### config.mk
export PLATFORM = sky130hd
export DESIGN_NAME = working_set_hit_tracker
export DESIGN_NICKNAME = d
export VERILOG_FILES = /design/src/hw/rtl/wsht_pkg.sv /design/src/hw/rtl/wsht_window.sv /design/src/hw/rtl/wsht_counters.sv /design/src/hw/rtl/working_set_hit_tracker.sv
export SDC_FILE = /design/constraint.sdc
export NUM_CORES = 1
export LEC_CHECK = 0
export BUFFER_PORTS_ARGS = -buffer_cell sky130_fd_sc_hd__buf_2
export CORE_ASPECT_RATIO = 0.8
export CORE_MARGIN = 5
export CORE_UTILIZATION = 57
export CTS_BUF_LIST = sky130_fd_sc_hd__clkbuf_16
export DETAILED_ROUTE_END_ITERATION = 10
export PLACE_DENSITY = 0.77
export SYNTH_ARGS = -nofsm -noshare
export SYNTH_HDL_FRONTEND = slang
export SYNTH_SLANG_ARGS = --single-unit
export TNS_END_PERCENT = 30
### constraint.sdc
create_clock -name clk -period 5.2 [get_ports clk]
set_clock_uncertainty 0.15 [all_clocks]
set_input_delay 1.04 -clock clk [delete_from_list [all_inputs] [get_ports clk]]
set_output_delay 1.04 -clock clk [all_outputs]
set_load 0.02 [all_outputs]
### src/hw/rtl/wsht_pkg.sv
// ----------------------------------------------------------------------------
// wsht_pkg
// Shared constants and types of the working-set hit tracker.
// ----------------------------------------------------------------------------
package wsht_pkg;

  localparam int WINDOW_MAX_DEF = 16;
  localparam int PAGE_BITS_DEF  = 8;

  localparam int CFG_W       = 5;
  localparam int PAGE_ID_W   = 8;
  localparam int HIT_TOTAL_W = 32;
  localparam int SET_SIZE_W  = 5;

  localparam logic [CFG_W-1:0] WINDOW_SIZE_RST = 5'd4;

  // window lookup for the page at the head of the pipe
  typedef struct packed {
    logic                 hit;
    logic                 drop;
    logic [PAGE_ID_W-1:0] drop_page;
  } lookup_t;

endpackage

### src/hw/rtl/wsht_window.sv
// ----------------------------------------------------------------------------
// wsht_window
// Reference ring with oldest pointer and fill level; finds hit and drop.
// ----------------------------------------------------------------------------
module wsht_window #(
  parameter int WINDOW_MAX = wsht_pkg::WINDOW_MAX_DEF,
  parameter int PAGE_BITS  = wsht_pkg::PAGE_BITS_DEF
) (
  input  logic                       clk,
  input  logic                       rst_n,
  input  logic                       cfg_we,
  input  logic [wsht_pkg::CFG_W-1:0] cfg_data,
  input  logic                       step,
  input  logic [PAGE_BITS-1:0]       page,
  output wsht_pkg::lookup_t          look
);
  import wsht_pkg::*;

  localparam int IDX_W  = (WINDOW_MAX > 1) ? $clog2(WINDOW_MAX) : 1;
  localparam int FILL_W = $clog2(WINDOW_MAX + 1);
  localparam int SW     = (FILL_W > CFG_W) ? FILL_W : CFG_W;
  localparam int OFS_W  = IDX_W + 2;

  logic [PAGE_BITS-1:0] ring_r [WINDOW_MAX];
  logic [IDX_W-1:0]     oldest_r;
  logic [FILL_W-1:0]    fill_r;
  logic [CFG_W-1:0]     size_r;

  logic [SW-1:0]        size_ext;
  logic [FILL_W-1:0]    eff_size;
  logic                 full;
  logic [PAGE_BITS-1:0] old_page;
  logic [WINDOW_MAX-1:0] in_win;
  logic [WINDOW_MAX-1:0] match;
  logic [WINDOW_MAX-1:0] other;
  logic [OFS_W-1:0]     slot_sum;
  logic [IDX_W-1:0]     slot;

  always_comb begin
    size_ext = SW'(size_r);
    if (size_ext == '0) begin
      eff_size = FILL_W'(1);
    end else if (size_ext > SW'(WINDOW_MAX)) begin
      eff_size = FILL_W'(WINDOW_MAX);
    end else begin
      eff_size = FILL_W'(size_ext);
    end
  end

  assign full     = fill_r >= eff_size;
  assign old_page = ring_r[oldest_r];

  always_comb begin
    logic [OFS_W-1:0] ofs;
    for (int i = 0; i < WINDOW_MAX; i++) begin
      if (OFS_W'(i) >= OFS_W'(oldest_r)) begin
        ofs = OFS_W'(i) - OFS_W'(oldest_r);
      end else begin
        ofs = OFS_W'(i) + OFS_W'(WINDOW_MAX) - OFS_W'(oldest_r);
      end
      in_win[i] = ofs < OFS_W'(fill_r);
      match[i]  = in_win[i] && (ring_r[i] == page);
      other[i]  = in_win[i] && (ring_r[i] == old_page) && (IDX_W'(i) != oldest_r);
    end
  end

  always_comb begin
    look.hit       = |match;
    look.drop      = full && !(|other) && (page != old_page);
    look.drop_page = look.drop ? PAGE_ID_W'(old_page) : '0;
  end

  always_comb begin
    slot_sum = OFS_W'(oldest_r) + OFS_W'(fill_r);
    if (slot_sum >= OFS_W'(WINDOW_MAX)) begin
      slot_sum = slot_sum - OFS_W'(WINDOW_MAX);
    end
    slot = IDX_W'(slot_sum);
  end

  always_ff @(posedge clk) begin
    if (step) begin
      ring_r[slot] <= page;
    end
  end

  always_ff @(posedge clk) begin
    if (!rst_n) begin
      oldest_r <= '0;
      fill_r   <= '0;
      size_r   <= WINDOW_SIZE_RST;
    end else if (cfg_we) begin
      oldest_r <= '0;
      fill_r   <= '0;
      size_r   <= cfg_data;
    end else if (step) begin
      if (full) begin
        oldest_r <= (oldest_r == IDX_W'(WINDOW_MAX - 1)) ? '0 : oldest_r + IDX_W'(1);
      end else begin
        fill_r <= fill_r + FILL_W'(1);
      end
    end
  end

endmodule

### src/hw/rtl/wsht_counters.sv
// ----------------------------------------------------------------------------
// wsht_counters
// Saturating hit total and distinct page count of the working set.
// ----------------------------------------------------------------------------
module wsht_counters #(
  parameter int WINDOW_MAX = wsht_pkg::WINDOW_MAX_DEF
) (
  input  logic                             clk,
  input  logic                             rst_n,
  input  logic                             cfg_we,
  input  logic                             step,
  input  wsht_pkg::lookup_t                look,
  output logic [wsht_pkg::HIT_TOTAL_W-1:0] hit_total_nxt,
  output logic [wsht_pkg::SET_SIZE_W-1:0]  set_size_nxt
);
  import wsht_pkg::*;

  localparam int CNT_W = $clog2(WINDOW_MAX + 1);

  logic [HIT_TOTAL_W-1:0] hit_total_r;
  logic [CNT_W-1:0]       distinct_r;
  logic [CNT_W-1:0]       distinct_nxt;

  always_comb begin
    hit_total_nxt = hit_total_r;
    if (look.hit && (hit_total_r != '1)) begin
      hit_total_nxt = hit_total_r + HIT_TOTAL_W'(1);
    end
    case ({!look.hit, look.drop})
      2'b10:   distinct_nxt = distinct_r + CNT_W'(1);
      2'b01:   distinct_nxt = distinct_r - CNT_W'(1);
      default: distinct_nxt = distinct_r;
    endcase
    set_size_nxt = SET_SIZE_W'(distinct_nxt);
  end

  always_ff @(posedge clk) begin
    if (!rst_n) begin
      hit_total_r <= '0;
      distinct_r  <= '0;
    end else if (cfg_we) begin
      distinct_r <= '0;
    end else if (step) begin
      hit_total_r <= hit_total_nxt;
      distinct_r  <= distinct_nxt;
    end
  end

endmodule

### src/hw/rtl/working_set_hit_tracker.sv
// ----------------------------------------------------------------------------
// working_set_hit_tracker
// Sliding-window working-set tracker over a stream of page references.
//
// in_*  : one page reference per beat, page_id in in_tdata.
// out_* : one result beat per reference: hit flag, saturating hit total,
//         working-set size, and the page that left the set, if any.
// cfg_* : window length write; every write empties the window and keeps
//         the hit total.
// Path: an accepted reference passes the input register, then the result
//       register, from which it is presented on out_*.
// Throughput: one reference per cycle while out_tready keeps the result
//          register free; the ring lookup, pointer update and counter
//          updates are all combinational between the two registers.
// Reset: window empty, length 4, hit total zero; ready at once.
// Stall: while out_tready is low the result holds; one more reference is
//        taken into the input register, then in_tready drops.
// ----------------------------------------------------------------------------
module working_set_hit_tracker #(
  parameter int WINDOW_MAX = wsht_pkg::WINDOW_MAX_DEF,
  parameter int PAGE_BITS  = wsht_pkg::PAGE_BITS_DEF
) (
  input  logic                       clk,
  input  logic                       rst_n,
  input  logic                       cfg_wr_en,
  input  logic [wsht_pkg::CFG_W-1:0] cfg_wr_data,   // window_size
  input  logic                       in_tvalid,
  output logic                       in_tready,
  input  logic [7:0]                 in_tdata,      // page_id[7:0]
  output logic                       out_tvalid,
  input  logic                       out_tready,
  // hit[0], hit_total[32:1], set_size[37:33], dropped_valid[38],
  // dropped_page[46:39], zero[47]
  output logic [47:0]                out_tdata
);
  import wsht_pkg::*;

  logic                   s1_valid_r;
  logic                   s1_valid_nxt;
  logic [PAGE_ID_W-1:0]   s1_page_r;
  logic                   out_valid_r;
  logic                   out_valid_nxt;
  logic                   hit_r;
  logic [HIT_TOTAL_W-1:0] hit_total_r;
  logic [SET_SIZE_W-1:0]  set_size_r;
  logic                   drop_r;
  logic [PAGE_ID_W-1:0]   drop_page_r;

  logic                   advance;
  logic                   in_acc;
  logic [PAGE_BITS-1:0]   page;
  lookup_t                look;
  logic [HIT_TOTAL_W-1:0] hit_total_nxt;
  logic [SET_SIZE_W-1:0]  set_size_nxt;

  assign advance   = s1_valid_r && (!out_valid_r || out_tready);
  assign in_tready = !s1_valid_r || advance;
  assign in_acc    = in_tvalid && in_tready;
  assign page      = PAGE_BITS'(s1_page_r);

  wsht_window #(
    .WINDOW_MAX (WINDOW_MAX),
    .PAGE_BITS  (PAGE_BITS)
  ) u_window (
    .clk      (clk),
    .rst_n    (rst_n),
    .cfg_we   (cfg_wr_en),
    .cfg_data (cfg_wr_data),
    .step     (advance),
    .page     (page),
    .look     (look)
  );

  wsht_counters #(
    .WINDOW_MAX (WINDOW_MAX)
  ) u_counters (
    .clk           (clk),
    .rst_n         (rst_n),
    .cfg_we        (cfg_wr_en),
    .step          (advance),
    .look          (look),
    .hit_total_nxt (hit_total_nxt),
    .set_size_nxt  (set_size_nxt)
  );

  always_comb begin
    s1_valid_nxt = s1_valid_r;
    if (in_acc) begin
      s1_valid_nxt = 1'b1;
    end else if (advance) begin
      s1_valid_nxt = 1'b0;
    end
    out_valid_nxt = out_valid_r;
    if (advance) begin
      out_valid_nxt = 1'b1;
    end else if (out_tready) begin
      out_valid_nxt = 1'b0;
    end
  end

  always_ff @(posedge clk) begin
    if (!rst_n) begin
      s1_valid_r  <= 1'b0;
      out_valid_r <= 1'b0;
    end else begin
      s1_valid_r  <= s1_valid_nxt;
      out_valid_r <= out_valid_nxt;
    end
  end

  // hold the beat payloads
  always_ff @(posedge clk) begin
    if (in_acc) begin
      s1_page_r <= in_tdata;
    end
    if (advance) begin
      hit_r       <= look.hit;
      hit_total_r <= hit_total_nxt;
      set_size_r  <= set_size_nxt;
      drop_r      <= look.drop;
      drop_page_r <= look.drop_page;
    end
  end

  assign out_tvalid = out_valid_r;
  assign out_tdata  = {1'b0, drop_page_r, drop_r, set_size_r, hit_total_r, hit_r};

endmodule

==> impl_metrics.json, run 1 <==
{
  "status": "finished clean",
  "ys_types": 81,
  "cts_made_buffers": 25,
  "gp_congestion": 1.05,
  "first_pass_iters": 6,
  "critPathRequiredTime_ns": 5.53,
  "synthTopCellsByArea": "edfxtp_1, xnor2_1, ha_1",
  "nets": 1879,
  "fin_crit_sh_pct": 97.2,
  "maxCapViolCount": 0,
  "die_width_um": 199,
  "use_met2_pct": 46.0,
  "netlist.area_leader.share_pct": 33.6,
  "clkLatencyLatePin_ns": 0.58,
  "end_kind": "flip-flop",
  "yosysWarnings": 0,
  "max_slew.worst_pin.slew_ns": 1.16,
  "die_area_um2": 32200,
  "die_h_um": 162,
  "grt_max_degree": 77,
  "clock_path_buffers": 3,
  "fin_ws_ns": 0.143,
  "fin_crit_ns": 5.06,
  "fmax_mhz": 198,
  "maxSlewViolCount": 0,
  "reg2reg_slack_ns": 0.14,
  "rows": 55,
  "grt_pass1_vias": 13300,
  "grt-busiest-layer": "met1",
  "clk_pin_slew_worst_paths_ns": 0.07,
  "startpoint_type": "flip-flop",
  "vdd_drop_max_mv": 0.270,
  "io_pins": 68,
  "netlist_area_um2": 16400,
  "initial_core_util_pct": 57.8,
  "antennaDiodeCount": 0,
  "cp.arrival_ns": 5.39,
  "drive_above_1_share_pct": 24.0,
  "hpwl_um": 39700,
  "fin_setup_tns_ns": 0,
  "dp_slack_ns": -0.774,
  "worstSetupPathType": "flip-flop to flip-flop",
  "grt_remaining_overflow": 0,
  "cts_tree": "yes",
  "worstHoldPathCells": 2,
  "via_per_inst": 6.46,
  "antenna_found_initial": 0,
  "syn_inst": 1572,
  "synth.most_common_cell": "edfxtp_1",
  "async_flop_share_pct": 0,
  "core_area_um2": 28300,
  "cellPowerDensity_nw_per_um2": 228,
  "cts.sinks": 240,
  "hold_viol": 0,
  "met1_usage_pct": 47.5,
  "synth_edf_count": 183,
  "crit_fanout": 14,
  "dr_total_vias": 13900,
  "setup_viol": 0,
  "htreeDepth": 1,
  "synth_ff_type": "edfxtp_1",
  "wl_per_cell_um": 24.6,
  "track_usage_pct": 31.9,
  "avgSynthCellArea_um2": 10.4,
  "met3_usage_pct": 9.22,
  "ant_nets": 0,
  "drcViolationCount": 0,
  "slew_headroom_pct": 22.1,
  "r2r_cells": 20,
  "drt-initial-drc-count": 2042,
  "grt_pass1_wl_um": 79000,
  "routed_wl_um": 52900,
  "portBuffers": 66,
  "synth_seq_area_share_pct": 40.6,
  "leakagePower_nw": 7.19,
  "ys_ff_latch": 240,
  "area_growth_pct": 19.3,
  "cts_root_buffer": "clkbuf_16",
  "yosysTopAreaCell": "edfxtp_1",
  "synth_common_cells": "edfxtp_1, xnor2_1, ha_1",
  "hp-class": "flip-flop to flip-flop"
}
[final timing paths]
check,from,endpoint
setup / recovery,flip-flop,u_counters.distinct_r[4]$_SDFFE_PP0P_
hold / removal,u_counters.distinct_r[2]$_SDFFE_PP0P_,u_counters.distinct_r[2]$_SDFFE_PP0P_
setup reg to reg,flip-flop,u_counters.distinct_r[4]$_SDFFE_PP0P_
hold reg to reg,u_counters.distinct_r[2]$_SDFFE_PP0P_,u_counters.distinct_r[2]$_SDFFE_PP0P_
[final cells by class]
class	instances	area [um2]
Inverter	57	216
Clock buffer	25	626
Timing Repair Buffer	253	1840
Sequential cell	240	6650
Multi-Input combinational cell	1186	9490
Tap cell	370	463
Fill cell	2053	8770
Clock inverter	20	229
[kinds of logic after synthesis]
family,synth area share [%]
compound gates,9.48
fa+ha+maj,7.63
xor+xnor,14.0
simple gates,16.9
buf+inv,4.43
mux,6.95
flops,40.6
other cells,0.0459
[cells in the final DEF (no fill, tap or decap), drive strengths merged, types with 12 or more instances in the layout]
cell type,synthesis,routed
nand3,60,60
nand2,91,91
edfxtp,183,183
o21ai,49,49
ha,95,95
o211ai,12,12
nor3,41,41
clkbuf,58,26
nor2,70,70
buf,33,252
and3,33,33
nor4,35,35
mux2i,74,74
inv,53,59
a21o,13,13
nand2b,30,30
a21oi,56,56
and2,12,12
or3,27,27
xor2,94,94
nand4,48,48
a21boi,14,14
mux4,13,13
dfxtp,57,57
a22oi,12,12
xnor2,167,167
[critical path, cell delays in order (launching register included)]
cell and delay, ns:
dfxtp_4 0.44, buf_12 0.19, buf_4 0.20, mux2i_1 0.13
a22oi_1 0.37, nand3_2 0.28, nand2_8 0.17, buf_4 0.17
xnor2_1 0.07, nand4_1 0.24, o2111ai_4 0.17, or4_4 0.51
nor3_4 0.26, ha_4 0.21, ha_1 0.24, a21o_1 0.19
a21oi_2 0.13, xnor2_1 0.14, nand2b_1 0.12, or3_4 0.42
a21oi_4 0.15
[registers in the layout (all words and copies together), names as in the netlist, 4 cells and up, named ones only]
signal,cells
u_window.ring_r,128
hit_total_r,32
u_counters.hit_total_r,32
drop_page_r,8
page,8
set_size_r,5
u_counters.distinct_r,5
u_window.fill_r,5
u_window.size_ext,5
u_window.oldest_r,4
[through the flow]
step / util, % / area [um2] / instances / total power [mW] / hold slack (ns)
6_report: 69.0 / 19500 / 2151 / 4.45 / 0.359
3_3_place_gp: 63.8 / 18000 / 2096 / 2.55 / 0.315
3_5_place_dp: 63.8 / 18000 / 2096 / 2.56 / 0.327
2_1_floorplan: - / 16400 / 1574 / 2.40 / 0.300
4_1_cts: 67.3 / 19000 / 2141 / 4.45 / 0.351
5_1_grt: 69.0 / 19500 / 2151 / 4.57 / 0.366
[layer usage]
metal  wire [um]  part of all wire [%]
met1       22200                    42
met2       22400                    42
met5           0                     0
met4        1410                   2.7
met3        6880                    13
[power breakdown]
group	total, mW	internal (mW)	switching (mW)
registers	2.12	2.09	0.0315
clock network	1.91	1.09	0.823
logic	0.424	0.167	0.257
[what timing repair did]
item	CTS	global route
gates resized for setup	29	89
gates cloned	0	1
pin swaps	5	38
hold buffers	0	0
setup buffers	0	10
setup endpoints to repair	8	5
Note: power is estimated with default switching activity, not from simulation.
==> run 2, diff against run 1 <==
Settings changed: CTS_BUF_LIST sky130_fd_sc_hd__clkbuf_16 to unset, CTS_CLUSTER_SIZE set to 28.
==> impl_metrics.json, run 2 (synthesis gave the netlist of run 1 again) <==
{
  "core_area_um2": 28300,
  "hold_viol": 0,
  "path_common_cell": "ha_1",
  "maxCapViolCount": 0,
  "rows": 55,
  "cp_slowest_cell": "or3_4",
  "end_kind": "flip-flop",
  "cts_made_buffers": 25,
  "grt_max_degree": 77,
  "antennaDiodeCount": 0,
  "slew_headroom_pct": 24.1,
  "hp-class": "flip-flop to flip-flop",
  "reg_top3": "u_window.ring_r: 128 flops, hit_total_r: 32 flops, u_counters.hit_total_r: 32 flops",
  "fin_crit_ns": 5.10,
  "clk_pin_slew_worst_paths_ns": 0.07,
  "grt_pass1_wl_um": 79000,
  "dr_total_vias": 13900,
  "fmax_mhz": 196,
  "placed_area_um2": 18000,
  "gp_congestion": 1.05,
  "track_usage_pct": 31.9,
  "fin_crit_sh_pct": 98.1,
  "critPathRequiredTime_ns": 5.53,
  "holdBufCountCts": 0,
  "grt_remaining_overflow": 0,
  "reg2reg_slack_ns": 0.10,
  "stdcell_area_um2": 19500,
  "leakagePower_nw": 7.19,
  "hpwl_um": 39700,
  "maxSlewViolCount": 0,
  "dp_slack_ns": -0.774,
  "crit_fanout": 4,
  "grt_pass1_vias": 13300,
  "antenna_found_initial": 0,
  "ant_nets": 0,
  "clkLatencyLatePin_ns": 0.57,
  "post-route-util_pct": 69.0,
  "final_common_cell": "edfxtp_1",
  "fin_setup_tns_ns": 0,
  "drt-initial-drc-count": 2039,
  "cp.arrival_ns": 5.43,
  "wl_per_cell_um": 24.7,
  "htreeDepth": 1,
  "area_growth_pct": 19.4,
  "placed_cells": 2096,
  "die_h_um": 162,
  "clock_path_buffers": 3,
  "worstSetupPathType": "flip-flop to flip-flop",
  "nets": 1879,
  "fin_ws_ns": 0.100,
  "instances_no_fill": 2151,
  "die_width_um": 199,
  "cts.sinks": 240,
  "initial_core_util_pct": 57.8,
  "largest_register_ffs": 128,
  "status": "finished clean",
  "via_per_inst": 6.45,
  "routed_wl_um": 53100,
  "setup_viol": 0,
  "cts_root_buffer": "clkbuf_16",
  "crit_chain": "ha_4 -> inv_1 -> ha_1 -> or2_2 -> ha_1 -> inv_1 -> ha_1 -> o21ai_1 -> a21oi_2 -> nor3_2 -> nand3_2 -> o2111ai_4 -> nor4_2 -> buf_4 -> nand4_1 -> ha_4 -> fa_2 -> a21o_1 -> a21oi_2 -> xnor2_1 -> nand2b_1 -> or3_4 -> a21oi_4",
  "cp_slowest_stage_delay_ns": 0.43,
  "vdd_drop_max_mv": 0.268,
  "io_pins": 68,
  "final_cell_mix": "edfxtp_1, buf_4, xnor2_1",
  "die_area_um2": 32200,
  "path_buf_inv": 3,
  "startpoint_type": "flip-flop",
  "top_register": "u_window.ring_r",
  "cts_tree": "yes",
  "max_slew.worst_pin.slew_ns": 1.13,
  "drcViolationCount": 0,
  "cellPowerDensity_nw_per_um2": 229,
  "first_pass_iters": 6,
  "crit_family": "simple AND/OR/NAND/NOR gates",
  "drive_above_1_share_pct": 24.1,
  "portBuffers": 66
}
## run 2: path summary, 6_finish.rpt
path | startpoint | endpoint | cells after the start
max reg2reg | u_window.oldest_r[2]$_SDFFE_PP0P_ | u_counters.distinct_r[4]$_SDFFE_PP0P_ | 23
max | u_window.oldest_r[2]$_SDFFE_PP0P_ | u_counters.distinct_r[4]$_SDFFE_PP0P_ | 23
min reg2reg | u_counters.distinct_r[3]$_SDFFE_PP0P_ | u_counters.distinct_r[3]$_SDFFE_PP0P_ | 2
min | u_counters.distinct_r[3]$_SDFFE_PP0P_ | u_counters.distinct_r[3]$_SDFFE_PP0P_ | 2
## run 2: where the power goes
| group | internal (mW) | leakage, nW | switching, mW |
|---|---|---|---|
| Clock | 1.10 | 0.419 | 0.827 |
| Combinational | 0.167 | 4.64 | 0.258 |
| Sequential | 2.09 | 2.13 | 0.0316 |
| Total | 3.36 | 7.19 | 1.12 |
## run 2: routing by layer
| metal | wire, um | track usage [%] |
|---|---|---|
| met1 | 22600 | 47.5 |
| met2 | 22500 | 46.0 |
| met3 | 6610 | 9.22 |
| met4 | 1430 | 7.50 |
| met5 | 0 | 0 |
## run 2: cell type report
cell class / instances / area [um2]
Tap cell: 370 / 463
Fill cell: 2052 / 8760
Inverter: 57 / 216
Clock inverter: 18 / 221
Sequential cell: 240 / 6650
Multi-Input combinational cell: 1186 / 9490
Clock buffer: 27 / 643
Timing Repair Buffer: 253 / 1840
## run 2: worst min-delay path: stages (launching register included)
cell	delay (ns)
dfxtp_1	0.34
nand2_1	0.07
a21oi_1	0.06
## run 2: metrics by stage
stage               hold slack, ns  power [mW]
floorplan                    0.300        2.40
global placement             0.315        2.55
detailed placement           0.327        2.56
CTS                          0.351        4.46
global route                 0.366        4.59
finish                       0.365        4.48
## run 2: repair_timing
action	CTS	global route
buffers inserted	0	10
gates cloned	0	1
pin swaps	5	38
setup endpoints to repair	8	5
resized for setup	29	89
